`src/rtl/core/gwt_pkg.sv`:
```
// Package for the word tokenizer: request/result structs, scan phases,
// character constants and character-class helpers. No dependencies.
`timescale 1ns / 1ps

package gwt_pkg;

  typedef struct packed {
    logic [7:0] char_code;
    logic       end_of_text;
  } gwt_req_t;

  typedef struct packed {
    logic [7:0] char_code_res;
    logic       last_in_word;
  } gwt_res_t;

  typedef enum logic [2:0] {
    PH_BETWEEN    = 3'd0,
    PH_SKIP_TOKEN = 3'd1,
    PH_IN_WORD    = 3'd2,
    PH_SKIP_LINE  = 3'd3,
    PH_SKIP_ENDS  = 3'd4,
    PH_SKIP_BLANK = 3'd5
  } gwt_phase_e;

  // Per-request word actions, applied in declaration order
  typedef struct packed {
    logic clear;
    logic clr_hyph;
    logic app_hyph;
    logic word_byte;
    logic app_char;
    logic flush;
  } gwt_act_t;

  localparam logic [7:0] ChCr     = 8'h0D;
  localparam logic [7:0] ChLf     = 8'h0A;
  localparam logic [7:0] ChVt     = 8'h0B;
  localparam logic [7:0] ChTab    = 8'h09;
  localparam logic [7:0] ChSpace  = 8'h20;
  localparam logic [7:0] ChHyphen = 8'h2D;
  localparam logic [7:0] ChPipe   = 8'h7C;
  localparam logic [7:0] ChTilde  = 8'h7E;
  localparam logic [7:0] ChLBrack = 8'h5B;
  localparam logic [7:0] ChRBrack = 8'h5D;
  localparam logic [7:0] ChZero   = 8'h30;
  localparam logic [7:0] ChNine   = 8'h39;

  function automatic logic is_blank(logic [7:0] c);
    return (c == ChSpace) || (c >= ChTab && c <= ChCr);
  endfunction

  function automatic logic is_line_end(logic [7:0] c);
    return (c == ChCr) || (c == ChLf) || (c == ChVt);
  endfunction

  function automatic logic is_digit(logic [7:0] c);
    return (c >= ChZero) && (c <= ChNine);
  endfunction

endpackage

```
`src/rtl/core/greek_word_tokenizer_unit.sv`:
```
// Top level of the word tokenizer: scan-phase control, word assembly and a
// four-entry result queue. Depends on gwt_pkg.
`timescale 1ns / 1ps
//
//  channel | dir | handshake               | payload
//  --------+-----+-------------------------+-----------------------------
//  in      | in  | in_valid_i / in_stall_o | in_req_i  (gwt_req_t)
//  out     | out | out_valid_o/out_stall_i | out_res_o (gwt_res_t)
//
// One request is taken per cycle while in_stall_o is low; it yields zero,
// one or two results that enter the result queue at the same edge. The
// queue drains one result per cycle while out_stall_i is low, so the
// sustained rate is one request per cycle unless requests yield two results
// (output-paced). in_stall_o rises when fewer than two queue slots are free.
// Reset puts the scanner between words with an empty word and empty queue.

module greek_word_tokenizer_unit
  import gwt_pkg::*;
#(
  parameter int WORD_CHARS = 63
) (
  input  logic     clk_i,
  input  logic     rst_ni,
  input  logic     in_valid_i,
  output logic     in_stall_o,
  input  gwt_req_t in_req_i,
  output logic     out_valid_o,
  input  logic     out_stall_i,
  output gwt_res_t out_res_o
);

  localparam int LenW = $clog2(WORD_CHARS + 1);

  typedef struct packed {
    logic [7:0]      held;
    logic            hv;
    logic            hyph;
    logic [LenW-1:0] len;
    logic [1:0]      n;
    gwt_res_t        r0;
    gwt_res_t        r1;
  } ctx_t;

  function automatic ctx_t do_emit(ctx_t x, logic [7:0] c, logic last);
    ctx_t y;
    y = x;
    if (x.n == 2'd0) begin
      y.r0 = '{char_code_res: c, last_in_word: last};
    end else begin
      y.r1 = '{char_code_res: c, last_in_word: last};
    end
    y.n = x.n + 2'd1;
    return y;
  endfunction

  function automatic ctx_t do_append(ctx_t x, logic [7:0] c);
    ctx_t y;
    y = x;
    if (x.len < LenW'(WORD_CHARS)) begin
      if (x.hv) begin
        y = do_emit(y, x.held, 1'b0);
      end
      y.held = c;
      y.hv   = 1'b1;
      y.len  = x.len + LenW'(1);
    end
    return y;
  endfunction

  function automatic ctx_t do_word_byte(ctx_t x, logic [7:0] c);
    ctx_t y;
    y = x;
    if (c == ChPipe || c == ChLBrack || c == ChRBrack || is_digit(c)) begin
      y = x;
    end else if (c == ChHyphen) begin
      y.hyph = 1'b1;
    end else begin
      y = do_append(x, c);
    end
    return y;
  endfunction

  function automatic ctx_t do_clear(ctx_t x);
    ctx_t y;
    y      = x;
    y.held = '0;
    y.hv   = 1'b0;
    y.hyph = 1'b0;
    y.len  = '0;
    return y;
  endfunction

  // Scanner state
  gwt_phase_e      phase_q, phase_d;
  logic [7:0]      held_q;
  logic            hv_q, hyph_q;
  logic [LenW-1:0] len_q;

  // Result queue
  gwt_res_t   fifo_q [4];
  logic [1:0] wr_q, rd_q;
  logic [2:0] cnt_q, cnt_d;

  logic       in_acc, out_acc;
  logic [7:0] c;
  gwt_act_t   act;
  ctx_t       ctx;

  assign in_stall_o  = (cnt_q > 3'd2);
  assign in_acc      = in_valid_i && !in_stall_o;
  assign out_valid_o = (cnt_q != 3'd0);
  assign out_acc     = out_valid_o && !out_stall_i;
  assign out_res_o   = fifo_q[rd_q];
  assign c           = in_req_i.char_code;

  // Next phase and word actions
  always_comb begin
    phase_d = phase_q;
    act     = '0;
    if (in_req_i.end_of_text) begin
      act.app_hyph = (phase_q == PH_IN_WORD) && hyph_q;
      act.flush    = 1'b1;
      phase_d      = PH_BETWEEN;
    end else begin
      unique case (phase_q)
        PH_BETWEEN: begin
          if (!is_blank(c)) begin
            if (is_digit(c) || c == ChTilde) begin
              phase_d = PH_SKIP_TOKEN;
            end else begin
              act.clear     = 1'b1;
              act.word_byte = 1'b1;
              phase_d       = PH_IN_WORD;
            end
          end
        end
        PH_SKIP_TOKEN: begin
          if (is_blank(c)) begin
            phase_d = PH_BETWEEN;
          end
        end
        PH_IN_WORD: begin
          if (hyph_q) begin
            act.clr_hyph = 1'b1;
            if (is_blank(c)) begin
              phase_d = is_line_end(c) ? PH_SKIP_ENDS : PH_SKIP_LINE;
            end else begin
              act.app_hyph  = 1'b1;
              act.word_byte = 1'b1;
            end
          end else if (is_blank(c)) begin
            act.flush = 1'b1;
            phase_d   = PH_BETWEEN;
          end else begin
            act.word_byte = 1'b1;
          end
        end
        PH_SKIP_LINE: begin
          if (is_line_end(c)) begin
            phase_d = PH_SKIP_ENDS;
          end
        end
        PH_SKIP_ENDS: begin
          priority if (is_line_end(c)) begin
            phase_d = PH_SKIP_ENDS;
          end else if (c == ChTilde) begin
            phase_d = PH_SKIP_LINE;
          end else if (is_blank(c)) begin
            phase_d = PH_SKIP_BLANK;
          end else begin
            act.app_char = 1'b1;
            phase_d      = PH_IN_WORD;
          end
        end
        PH_SKIP_BLANK: begin
          if (!is_blank(c)) begin
            act.app_char = 1'b1;
            phase_d      = PH_IN_WORD;
          end
        end
        default: begin
          act.clear = 1'b1;
          phase_d   = PH_BETWEEN;
        end
      endcase
    end
  end

  // Word assembly and result generation
  always_comb begin
    ctx      = '0;
    ctx.held = held_q;
    ctx.hv   = hv_q;
    ctx.hyph = hyph_q;
    ctx.len  = len_q;
    if (act.clear) begin
      ctx = do_clear(ctx);
    end
    if (act.clr_hyph) begin
      ctx.hyph = 1'b0;
    end
    if (act.app_hyph) begin
      ctx = do_append(ctx, ChHyphen);
    end
    if (act.word_byte) begin
      ctx = do_word_byte(ctx, c);
    end
    if (act.app_char) begin
      ctx = do_append(ctx, c);
    end
    if (act.flush) begin
      if (ctx.hv) begin
        ctx = do_emit(ctx, ctx.held, 1'b1);
      end
      ctx = do_clear(ctx);
    end
  end

  always_comb begin
    cnt_d = cnt_q;
    if (in_acc) begin
      cnt_d = cnt_d + {1'b0, ctx.n};
    end
    if (out_acc) begin
      cnt_d = cnt_d - 3'd1;
    end
  end

  always_ff @(posedge clk_i or negedge rst_ni) begin
    if (!rst_ni) begin
      phase_q <= PH_BETWEEN;
      held_q  <= '0;
      hv_q    <= 1'b0;
      hyph_q  <= 1'b0;
      len_q   <= '0;
      wr_q    <= '0;
      rd_q    <= '0;
      cnt_q   <= '0;
    end else begin
      cnt_q <= cnt_d;
      if (out_acc) begin
        rd_q <= rd_q + 2'd1;
      end
      if (in_acc) begin
        phase_q <= phase_d;
        held_q  <= ctx.held;
        hv_q    <= ctx.hv;
        hyph_q  <= ctx.hyph;
        len_q   <= ctx.len;
        wr_q    <= wr_q + ctx.n;
      end
    end
  end

  always_ff @(posedge clk_i) begin
    if (in_acc) begin
      if (ctx.n != 2'd0) begin
        fifo_q[wr_q] <= ctx.r0;
      end
      if (ctx.n == 2'd2) begin
        fifo_q[wr_q + 2'd1] <= ctx.r1;
      end
    end
  end

endmodule
```
`config.mk`:
```
export PLATFORM = sky130hd
export DESIGN_NAME = greek_word_tokenizer_unit
export DESIGN_NICKNAME = d
export VERILOG_FILES = /design/src/rtl/core/gwt_pkg.sv /design/src/rtl/core/greek_word_tokenizer_unit.sv
export SDC_FILE = /design/constraint.sdc
export NUM_CORES = 1
export LEC_CHECK = 0
export ABC_AREA = 1
export BUFFER_PORTS_ARGS = -buffer_cell sky130_fd_sc_hd__buf_2
export CAP_MARGIN = 20
export CELL_PAD_IN_SITES_DETAIL_PLACEMENT = 0
export CELL_PAD_IN_SITES_GLOBAL_PLACEMENT = 1
export CORE_ASPECT_RATIO = 0.8
export CORE_UTILIZATION = 38
export CTS_BUF_LIST = sky130_fd_sc_hd__clkbuf_4 sky130_fd_sc_hd__clkbuf_8
export DETAILED_ROUTE_END_ITERATION = 16
export GPL_TIMING_DRIVEN = 0
export PLACE_DENSITY_LB_ADDON = 0.08
export SETUP_SLACK_MARGIN = 0.2
export SYNTH_ARGS = -nofsm -noshare
export SYNTH_HDL_FRONTEND = slang
export SYNTH_SLANG_ARGS = --single-unit
export TNS_END_PERCENT = 5
```
`constraint.sdc`:
```
create_clock -name clk_i -period 6.26 [get_ports clk_i]
set_input_delay 0.939 -clock clk_i [delete_from_list [all_inputs] [get_ports clk_i]]
set_output_delay 0.939 -clock clk_i [all_outputs]
set_load 0.02 [all_outputs]
```
Word-level counts from Yosys, hierarchy flattened
Memories as Yosys holds them, arrays and structs flattened.
Cells that the tools add are included.
{ "totals": {"in_bits": 13, "memories": 1, "register_bits": 26, "ramBits": 36} }
{ "op_classes": {"n_eq_ne": 19, "magnitude_cmp": 8, "n_reduce_logical": 23, "addsub": 12, "mux": 65} }
{ "mem_list": {"columns": ["memory", "depth", "width", "read_ports", "rd_ports_with_merged_regs", "wr", "line_no", "rtl"], "rows": [
  ["fifo_q", 4, 9, 1, 0, 2, "greek_word_tokenizer_unit.sv:100", "gwt_res_t fifo_q [4];"]
]} }
{ "op_table": {"columns": ["op", "count"], "rows": [
  ["$mux 36", 9],
  ["$mux 9", 9],
  ["$mux 20", 4],
  ["$mux 3", 13],
  ["$eq 8x7->1 const B", 4],
  ["$mux 26", 1],
  ["$eq 8x4->1 const B", 3],
  ["$mux 1", 19],
  ["$add 6x1->6 const B", 3],
  ["$lt 6x6->1 const B", 3],
  ["$pmux 3 s6", 1],
  ["$eq 8x6->1 const B", 2],
  ["$add 2x1->2 const B", 6],
  ["$mux 2", 6],
  ["$ne 3x3->1 const B", 3],
  ["$ge 8x4->1 const B", 1],
  ["$ge 8x6->1 const B", 1],
  ["$le 8x4->1 const B", 1],
  ["$le 8x6->1 const B", 1],
  ["$logic_not 2->1", 4],
  ["$logic_or 1x1->1", 7],
  ["$eq 3x2->1 const B", 2],
  ["$eq 3x3->1 const B", 2],
  ["$pmux 1 s2", 3],
  ["other kinds (14)", 19]
]} }

Logic depth before layout (Yosys ltp)
{ "logic_depth": {"word_depth": 33, "ltp_mapped": 39} }

Worst setup path before layout
OpenSTA, ideal clock, no wires.
{ "synth_path": {"path_kind": "input -> register", "start": "input in_req_i[8] (netlist name)", "end": "register cnt_q[2]", "setup_ns": 0.118, "t_arrival_ns": 5.659, "slack_ns": 0.483, "stages": 38, "n_path_buf": 1, "path_cell_list": "inv_2 nand2_1 nor2_2 nand3_2 nand2_4 nor2_2 nand2_4 nand2_2 nor2_1 ha_1 nand4_4 nor2_4 nand2_2 nand3_1 nand2_1 inv_1 ha_1 nand3_4 (+2 left out) xor2_1 inv_1 ha_1 inv_1 nor2_4 nand3_4 nand3_1 nand2_1 inv_1 ha_1 nand3_2 nand2_2 fa_1 o21ai_0 ha_1 nand2_1 xor2_1 inv_1"} }
{ "synth_via": {"elab_chain_cells": 28, "elab_cells_between_ends": 68} }
{ "synth_lines": {"columns": ["item", "line_no", "rtl"], "rows": [
  ["start, declared", "greek_word_tokenizer_unit.sv:26", "input gwt_req_t in_req_i,"],
  ["parallel branches: the longest is 23 deep, another holds $ge 8x6->1", null, null],
  ["$mux 36 (*)", "greek_word_tokenizer_unit.sv:211", "if (act.flush) begin"],
  ["$add 3x2->3 (*)", "greek_word_tokenizer_unit.sv:222", "cnt_d = cnt_d + {1'b0, ctx.n};"],
  ["$mux 3 (*)", "greek_word_tokenizer_unit.sv:221", "if (in_acc) begin"],
  ["$sub 3x1->3", "greek_word_tokenizer_unit.sv:225", "cnt_d = cnt_d - 3'd1;"],
  ["$mux 3 (*)", "greek_word_tokenizer_unit.sv:224", "if (out_acc) begin"],
  ["named net cnt_d[2]", "greek_word_tokenizer_unit.sv:102", "logic [2:0] cnt_q, cnt_d;"],
  ["end signal, assigned", "greek_word_tokenizer_unit.sv:240", "cnt_q <= cnt_d;"],
  ["end, declared", "greek_word_tokenizer_unit.sv:102", null]
]} }
Mark *: on every way through the listed nets, which the timed path passes.
A chain may end at the register's enable or synchronous reset.

Final worst setup path
{ "layout_path": {"start": "input in_req_i[7] (netlist name)", "end": "register cnt_q[2]"} }
Same word-level chain as after synthesis.

==> summary.txt <==
Outcome
  – Status: finished clean

Final layout
  – Ant. Diodes: 0
  – Fillers: 1300
  – Layout cells sized above 1: about a fifth
  – Fin cells: 911
  – Area of the multi-input gates: approximately 2900 um^2
  – Area grow syn2layout: 16.55%
  – Sequential Area: 1732 um^2
  – Final #Nets: 758

Worst setup path
  – Critical Path AT: 6000 ps
  – Worst Setup End Kind: flop
  – Reg-to-reg startpoint: phase_q[2]$_DFFE_PN0P_
  – Reg2reg path depth: 36
  – Critical path origin: in_req_i[7]
  – Setup CP Type: input pin to flop
  – Crit start category: input pin
  – Worst path required time: 6510 ps
  – Most frequent CP cell: nand2_4
  – Slowest cell delay on critical path: about 520 ps
  – Max Fanout on Critical Path: 10
  – Worst reg2reg setup slack: 980 ps
  – Reg-to-reg endpoint: cnt_q[2]$_DFF_PN0_
  – WP buf/inv: 7
  – CP max-delay cell: fa_1
  – Delay-heaviest family, CP: simple AND/OR/NAND/NOR gates

Synth
  – Synth top cells by count: 180 x nand2_1, 82 x inv_1, 75 x nor2_1
  – Leading area contributor after synthesis: edfxtp_1
  – Asr flop ratio synth: 41.94%
  – Avg Cell Area, Syn: 7.046 um^2
  – Synthesized netlist cell count: 692
  – Synth area leaders: edfxtp_1 22%, nand2_1 14%, dfrtp_1 13%
  – Post-synthesis cell area: 4876 um^2
  – Seq cells post-synth: 62
  – Cell with the most instances after synthesis: nand2_1
  – Share of the synthesized area in the top cell type: about 22%
  – Post-synth top flop: edfxtp_1
  – Syn_nets: roughly 720
  – YS warnings: 0
  – Number of synthesized flops with an enable pin: 36
  – Synth unique cells: 44
  – Sequential-to-total area share from yosys stat: between 30% and 40%

Pwr
  – Net Sw Power: 0.001033 W
  – Sw Ratio: a little under half
  – Part of the power in registers: about 28%
  – Combinational Power Share: about 54%
  – Pwr Total: between 0.002 and 0.0025 W
  – PD cells: 378.9 nW/um^2
  – Worst VDD drop: 0.0001435 V
  – LEAKAGE: ~2.6 nW
  – Int Pwr: 0.001120 W
  – Clock power frac: a little under a fifth

Hold path
  – Min-Delay Startpoint: held_q[4]$_DFFE_PN0P_
  – Min-Delay Path Class: flop to flop
  – Worst Hold End: held_q[4]$_DFFE_PN0P_
  – Worst hold path depth: 2

STA
  – Max Slew Vio Count: 0
  – Min Clock Period, post-route: 5748 ps
  – # setup viols final: 0
  – Final worst slack: 511.6 ps
  – Fin Hold WS: 538.3 ps
  – RSZ-0062 raised after global routing: false
  – Worst Tran Pin Value: 874.1 ps
  – Final Cycle Share: 91.83%
  – Final count of hold timing violations: 0
  – Max Fclk: approximately 170 MHz
  – Clk_skew: 8.057 ps
  – Rel. slew slack: 41.51%
  – Setup TNS: 0 ps

Place
  – RePlAce Congestion: 0.8756
  – Port bufs: 23
  – Pre-CTS WS: -676.6 ps
  – DP HPWL: 11190 um
  – Placed instance count: 886

GRT
  – Initial antenna violation count: 0
  – GR Util All Layers: 23.81%
  – Largest net degree at the start of global routing: 27
  – GRT overflow: 0
  – Global-route wire length before repair: about 24000 um
  – Vias in the first global route: 4595

Route
  – Vias per std cell: between 5 and 6
  – DR iter-0 viols: 442
  – Vias: around 4800
  – Drt wl/cell: 16.07 um
  – Final WL: roughly 15000 um
  – Routed Antenna Nets: 0
  – DR pass1 iterations: 5
  – DRC: 0

CTS
  – Post-CTS Hold Buffers: 0
  – Max Root-Sink Buffers: 2
  – Clock H-tree levels: 3
  – Clock-pin slew on the worst setup and hold paths: 70 ps
  – Clock Latency Late Sink: 360 ps
  – CTS root buf: clkbuf_8
  – TritonCTS clock tree: yes
  – Clock Sinks: 62
  – Number of buffers created by CTS: 9

Floorplan
  – Die Area: 13290 um^2
  – Initial Util: 39.51%
  – Core Area: around 12000 um^2
  – Row Count: 36
  – # IOs: 24
  – Die W: about 130 um
  – Chip Height: 103.3 um

Job
  – Max-cap check violation count: 0
==> power groups by stage <==
stage,logic [W],registers (W),clock network [W]
detailed placement,0.00107,0.000603,0
finish,0.00115,0.000596,0.000404
global route,0.00129,0.000604,0.000425
CTS,0.00110,0.000595,0.000411
floorplan,0.000778,0.000587,0
global placement,0.00107,0.000601,0
==> cells by family after synthesis <==
family | Yosys count | share of synthesized area, %
buffers and inverters | 112 | 9.520
DFF | 62 | 35.51
and+or+nand+nor | 382 | 37.16
xor gates and xnor gates | 5 | 0.8981
AOI/OAI and AO/OA | 120 | 13.99
adders and majority gates | 10 | 2.720
muxes | 1 | 0.2053
==> metrics by stage <==
step	util [%]	area, um^2
5_1_grt	46.05	5683
3_5_place_dp	42.17	5205
3_3_place_gp	42.17	5205
4_1_cts	44.47	5489
2_1_floorplan	-	4876
6_report	46.05	5683
==> cells in the final DEF (no fill, tap or decap), drive strengths merged, types with 4 or more instances in the layout <==
master,netlist,layout
a21oi,30,30
a31oi,5,5
buf,9,41
clkbuf,7,17
clkinv,1,4
dfrtp,26,26
edfxtp,36,36
ha,9,9
inv,95,95
nand2,202,202
nand3,71,71
nand4,11,11
nor2,91,91
o21ai,58,58
o22ai,19,19
xor2,5,5
==> registers in the layout, summed over array words and instances, names as in the netlist <==
name,count
fifo_q,36
hv_q,1
len_q,6
phase_q,3
cnt_q,3
hyph_q,1
wr_q,2
held_q,8
rd_q,2
==> what timing repair did <==
| item | CTS | global route |
|---|---|---|
| pin swaps | 2 | 10 |
| buffers inserted | 0 | 9 |
| endpoints found under the hold margin | 0 | 0 |
| resized for setup | 18 | 29 |
| setup endpoints to repair | 63 | 74 |
==> worst reg2reg max path, delay by kind of cell, from the launching register on <==
kind | cells | cell delay (ps)
fa+ha+maj | 6 | 1580
compound gates | 1 | 70
flops | 1 | 430
simple gates | 21 | 2200
buf+inv | 6 | 570
xor+xnor | 2 | 310
==> worst max-delay path by stage <==
stage / to / slack (ps) / depth (start not counted)
after detailed placement: cnt_q[2]$_DFF_PN0_ / -680 / 39
after floorplan: cnt_q[2]$_DFF_PN0_ / 480 / 38
after global routing: cnt_q[2]$_DFF_PN0_ / 190 / 40
after global placement: cnt_q[2]$_DFF_PN0_ / -610 / 39
final: cnt_q[2]$_DFF_PN0_ / 510 / 40
after CTS: fifo_q[2][8]$_DFFE_PP_ / 190 / 35
==> metal layers <==
| metal | share of wire (%) | track usage [%] |
|---|---|---|
| met1 | 54 | 36.10 |
| met3 | 4.7 | 3.961 |
| met2 | 40 | 34.80 |
| met4 | 0.92 | 6.063 |
| met5 | 0 | 0 |
==> final cells by class <==
| type | instances | area share (%) |
|---|---|---|
| Sequential cell | 62 | 30.47 |
| Clock buffer | 10 | 2.422 |
| Multi-Input combinational cell | 518 | 50.26 |
| Tap cell | 171 | 3.765 |
| Inverter | 96 | 6.429 |
| Buffer | 16 | 1.937 |
| Timing Repair Buffer | 32 | 3.214 |
| Clock inverter | 6 | 1.497 |
(Power assumes the default switching activity.)
